--- config.mk ---
export PLATFORM = sky130hd
export DESIGN_NAME = c2sa_isqrt
export DESIGN_NICKNAME = d
export VERILOG_FILES = /design/src/design/c2sa_isqrt.sv
export SDC_FILE = /design/constraint.sdc
export NUM_CORES = 2
export LEC_CHECK = 0
export BUFFER_PORTS_ARGS = -buffer_cell sky130_fd_sc_hd__buf_2
export CAP_MARGIN = 30
export CORE_AREA = 10 10 642 644
export CTS_BUF_LIST = sky130_fd_sc_hd__clkbuf_4 sky130_fd_sc_hd__clkbuf_8 sky130_fd_sc_hd__clkbuf_16
export CTS_CLUSTER_DIAMETER = 30
export DETAILED_ROUTE_END_ITERATION = 7
export DIE_AREA = 0 0 652 654
export SYNTH_ARGS = -nofsm -noshare
export SYNTH_HDL_FRONTEND = slang
export SYNTH_MEMORY_MAX_BITS = 65536
export SYNTH_SLANG_ARGS = --single-unit
--- constraint.sdc ---
create_clock -name clk -period 3.4 [get_ports clk]
set_input_delay 0.17 -clock clk [delete_from_list [all_inputs] [get_ports clk]]
set_output_delay 0.17 -clock clk [all_outputs]
set_load 0.05 [all_outputs]
--- src/design/c2sa_isqrt.sv ---
// ----------------------------------------------------------------------------
// c2sa_isqrt
// Pipelined floor square root, one root bit per stage, with a sideband.
// ----------------------------------------------------------------------------
module c2sa_isqrt #(
    parameter int RW  = 32,
    parameter int SBW = 1
) (
    input  logic            clk,
    input  logic            rst_n,
    input  logic            en,
    input  logic            in_vld,
    input  logic [2*RW-1:0] in_sq,
    input  logic [SBW-1:0]  in_sb,
    output logic            out_vld,
    output logic [RW-1:0]   out_root,
    output logic [SBW-1:0]  out_sb
);
    localparam int REMW = RW + 4;

    logic [REMW-1:0] rem_reg  [RW];
    logic [RW-1:0]   root_reg [RW];
    logic [2*RW-1:0] sq_reg   [RW];
    logic            vld_reg  [RW];
    logic [SBW-1:0]  sb_reg   [RW];

    genvar k;
    generate
        for (k = 0; k < RW; k++)
        begin : g_stage
            logic [REMW-1:0] rem_in;
            logic [RW-1:0]   root_in;
            logic [2*RW-1:0] sq_in;
            logic            vld_in;
            logic [SBW-1:0]  sb_in;
            logic [REMW-1:0] rem_sh;
            logic [REMW-1:0] trial;
            logic            take;
            logic [REMW-1:0] rem_next;
            logic [RW-1:0]   root_next;
            logic [2*RW-1:0] sq_next;

            // select stage input
            if (k == 0)
            begin : g_first
                assign rem_in  = '0;
                assign root_in = '0;
                assign sq_in   = in_sq;
                assign vld_in  = in_vld;
                assign sb_in   = in_sb;
            end
            else
            begin : g_rest
                assign rem_in  = rem_reg[k-1];
                assign root_in = root_reg[k-1];
                assign sq_in   = sq_reg[k-1];
                assign vld_in  = vld_reg[k-1];
                assign sb_in   = sb_reg[k-1];
            end

            // bring down two bits, try (root << 2) | 1
            assign rem_sh    = {rem_in[REMW-3:0], sq_in[2*RW-1 -: 2]};
            assign trial     = {{(REMW-RW-2){1'b0}}, root_in, 2'b01};
            assign take      = rem_sh >= trial;
            assign rem_next  = take ? (rem_sh - trial) : rem_sh;
            assign root_next = {root_in[RW-2:0], take};
            assign sq_next   = {sq_in[2*RW-3:0], 2'b00};

            // advance valid
            always_ff @(posedge clk or negedge rst_n)
            begin
                if (!rst_n)
                begin
                    vld_reg[k] <= 1'b0;
                end
                else if (en)
                begin
                    vld_reg[k] <= vld_in;
                end
            end

            // advance payload
            always_ff @(posedge clk)
            begin
                if (en)
                begin
                    rem_reg[k]  <= rem_next;
                    root_reg[k] <= root_next;
                    sq_reg[k]   <= sq_next;
                    sb_reg[k]   <= sb_in;
                end
            end
        end
    endgenerate

    assign out_vld  = vld_reg[RW-1];
    assign out_root = root_reg[RW-1];
    assign out_sb   = sb_reg[RW-1];

endmodule

==> results.md <==
- Post-DRT Antenna Nets: 0
- Wire length per cell: 14.8 um
- Seq/Total Area, Yosys: 0.650
- Worst Path Max Fanout: 5
- RSZ-0062 raised after global routing: true
- Leakage Power: 61.0 nW
- CP max-delay cell: or4_4
- Register Area: 0.0775 mm2
- Slew Limit Fails: 0
- # DRC: 0
- WL met3: 11100 um
- Port Buffers: 102
- Worst min-delay path class: in2async
- Critical Path RT: 4.16 ns
- Final net count: 11.2k
- Clk slew on worst S/H paths: 0.05 ns
- Commonest non-fill, non-tap cells in the layout: 2555 x edfxtp_1, 735 x buf_4, 703 x inv_1
- Critical Path Stages: 11
- Worst setup EP type: register
- Htree depth: 6
- TritonCTS clock tree: done
- Setup Skew: 0.0787 ns
- Synth Area per Inst: 13.0 um2
- Total global routing overflow: 0
- Ports: 103
- Fin. Hold Viols: 0
- Ys Warns: 0
- PwrDens: 768 mW/mm2
- Post-synth EDFFs: 2555
- Largest net degree at the start of global routing: 114
- Max_cap viols: 0
- Gate Count Post-Synth: 9152
- Num Clock Sinks: 2587
- First-pass GRT wire length: 390000 um
- Multi-input logic area: 0.0399 mm2
- Actual slew at the worst max-slew pin: 0.777 ns
- CTS Buffer Depth: 4
- Placement Setup Slack: -0.259 ns
- # setup viols final: 17
- CP Cell Sequence: or4_4 > or3_4 > or4_4 > or4_4 > a311oi_4 > inv_2 > a211oi_4 > a211o_4 > clkbuf_16 > nor4_2 > xor2_1
- Num CTS Buffers: 579
- Fill cells: 37.4k
- Relative slew margins: 0.476
- Setup TNS: -1.08 ns
- Most used cell, CP: or4_4
- Via Count: 74.4k
- Drt first pass iters: 6
- Clock power frac: 0.475
- All-Layer GR Usage: 0.110
- Met1 WL: 98000 um
- Share of layout cells above drive strength 1: 0.207
- Final min period: 3.50 ns
- Post-Syn Nets: 9783
- Max Used Layer: met4
- Standard-cell rows: 232
- Initial antenna violation count: 1
- Synth top area share: 0.643
- Peak supply drop: 0.501 mV
- Full die area: 0.426 mm2
- Detailed Place HPWL: 170000 um
- Non-Filler Instances: 16.4k
- FFs w/ async S/R, synth: 0.0124
- Fmax: 285 MHz
- Internal power: 88.5 mW
- Buffers and inverters on the worst path: 2
- Placer Congestion: 0.901
- Final WS setup: -0.104 ns
- Max incr delay on CP: 0.54 ns
- Post-layout util: 0.391
- Largest register FFs: 1003
- DR iter-0 viols: 4035
- Root Buffer: clkbuf_16
- Combinational Power Share: 0.167
- Area contributors post-synth: edfxtp_1 64%, ha_1 5.9%, xor2_1 3.3%
- Vias per cell: 4.55
- Ys flop type: edfxtp_1
- Area leader, netlist: edfxtp_1
- Vias in the first global route: 76.2k
- Fin crit share: 1.03
- Failing checks: negative setup slack
- Die extent in y: 654 um
- Sw frac: 0.260
- Setup Crit Path Kind: reg2reg
- Commonest non-fill, non-tap cell in the layout: edfxtp_1
- Crit path DAT: 4.27 ns
- CP startpoint kind: register
- Net Switching: 31.1 mW
- Synth cell types: 88
- Dpl cells: 15.1k
- Initial Utilization: 0.299
- Family with the most delay on the worst path: simple AND/OR/NAND/NOR gates
- WL met2: 121000 um
- Area grow syn2layout: 30.5%
- Synth Cell Area: 0.119 mm2
- Clock Latency Late Sink: 1.02 ns
- Routed WL: 243000 um
- Seq pwr share: 0.358
- Register-to-Register Path Depth: 11
- Synth Register Bits: 2587
- Core area: 0.399 mm2
- Status: finished with violations
- Chip Width: 652 um
[timing repair]
item | in CTS | in global routing
gates resized for setup | 43 | 267
endpoints found under the hold margin | 842 | 0
hold buffers | 137 | 0
setup buffers | 3 | 33
gates cloned | 2 | 5
pin swaps | 15 | 66
endpoints found under the setup margin | 141 | 496
[layout make-up]
class | count | share of cell area
Antenna cell | 2 | 0.0000321
Tap cell | 5265 | 0.0423
Timing Repair Buffer | 1037 | 0.0553
Inverter | 711 | 0.0171
Clock buffer | 654 | 0.0969
Multi-Input combinational cell | 5686 | 0.256
Sequential cell | 2587 | 0.498
Clock inverter | 411 | 0.0341
[power groups by stage]
stage | clock network (mW) | registers, mW | logic, mW
detailed placement | 0 | 43.3 | 19.0
global route | 60.1 | 43.2 | 22.3
floorplan | 0 | 42.5 | 13.0
CTS | 58.3 | 42.8 | 19.4
global placement | 0 | 43.2 | 18.9
finish | 56.9 | 42.8 | 20.0
[cell usage after synthesis, drive strengths merged, types with 10 or more instances]
master   instances
edfxtp        2555
inv            710
nand2          615
nor2           593
a21oi          586
ha             562
o21ai          448
xor2           445
xnor2          403
a21o           246
nor3           229
clkbuf         150
nand3          135
nor4           129
nand2b         112
mux2           109
o21a            96
nand4           93
or3             90
nor2b           65
or4             62
or2             55
and3            51
a211oi          46
a31oi           46
o21bai          45
o31ai           45
o211ai          35
dfrtp           32
and2            27
a21boi          23
nand3b          23
nor4b           21
a2111oi         20
buf             20
a211o           16
nor3b           16
and4            14
a31o            13
a221o           11
nand4b          11
o41ai           11
a311oi          10
o2111ai         10
[per-stage QoR]
step	cell area, um2	hold WS, ns	power (mW)
2_1_floorplan	119000	-0.126	55.5
3_3_place_gp	132000	0.252	62.1
3_5_place_dp	132000	0.257	62.3
4_1_cts	154000	0.0797	120
5_1_grt	156000	0.195	126
6_report	156000	0.229	120
[worst min-delay path: stages]
cell and delay, ns:
dlygate4sd3_1 0.54, dlygate4sd3_1 0.56, buf_2 0.13, buf_12 0.20
[kinds of logic (layout without fill, tap and decap cells)]
logic type / count (synthesis) / count (layout) / share of synthesized area
flip-flops: 2587 / 2587 / 0.650
AND/OR/NAND/NOR: 2359 / 2361 / 0.0971
AO/OA/AOI/OAI: 1798 / 1798 / 0.0934
buffers and inverters: 881 / 2813 / 0.0278
XOR/XNOR: 848 / 848 / 0.0622
adder cells (fa/ha/maj): 562 / 562 / 0.0589
multiplexers: 116 / 116 / 0.0109
other: 1 / 3 / 0.0000314
[path summary, 6_finish.rpt]
check	slack, ns	start	endpoint
worst max-delay path	-0.10	rem_reg[0][382]	rem_reg[0][425]
worst min-delay path	0.23	rst_n	g_stage[28].vld_in
worst max register to register	-0.10	rem_reg[0][382]	rem_reg[0][425]
worst min register to register	0.39	sq_reg[22][44]	sq_reg[23][46]
max in group asynchronous	2.97	rst_n	g_stage[17].vld_in
min in group clk	0.39	in_sq[52]	sq_reg[0][52]
[routing by layer]
| layer | vias to the layer above | track usage |
|---|---|---|
| met1 | 35100 | 0.125 |
| met4 | 0 | 0.0574 |
| li1 | 37100 | - |
| met5 | - | 0 |
| met3 | 651 | 0.0226 |
| met2 | 1541 | 0.194 |
(Power assumes the default switching activity.)
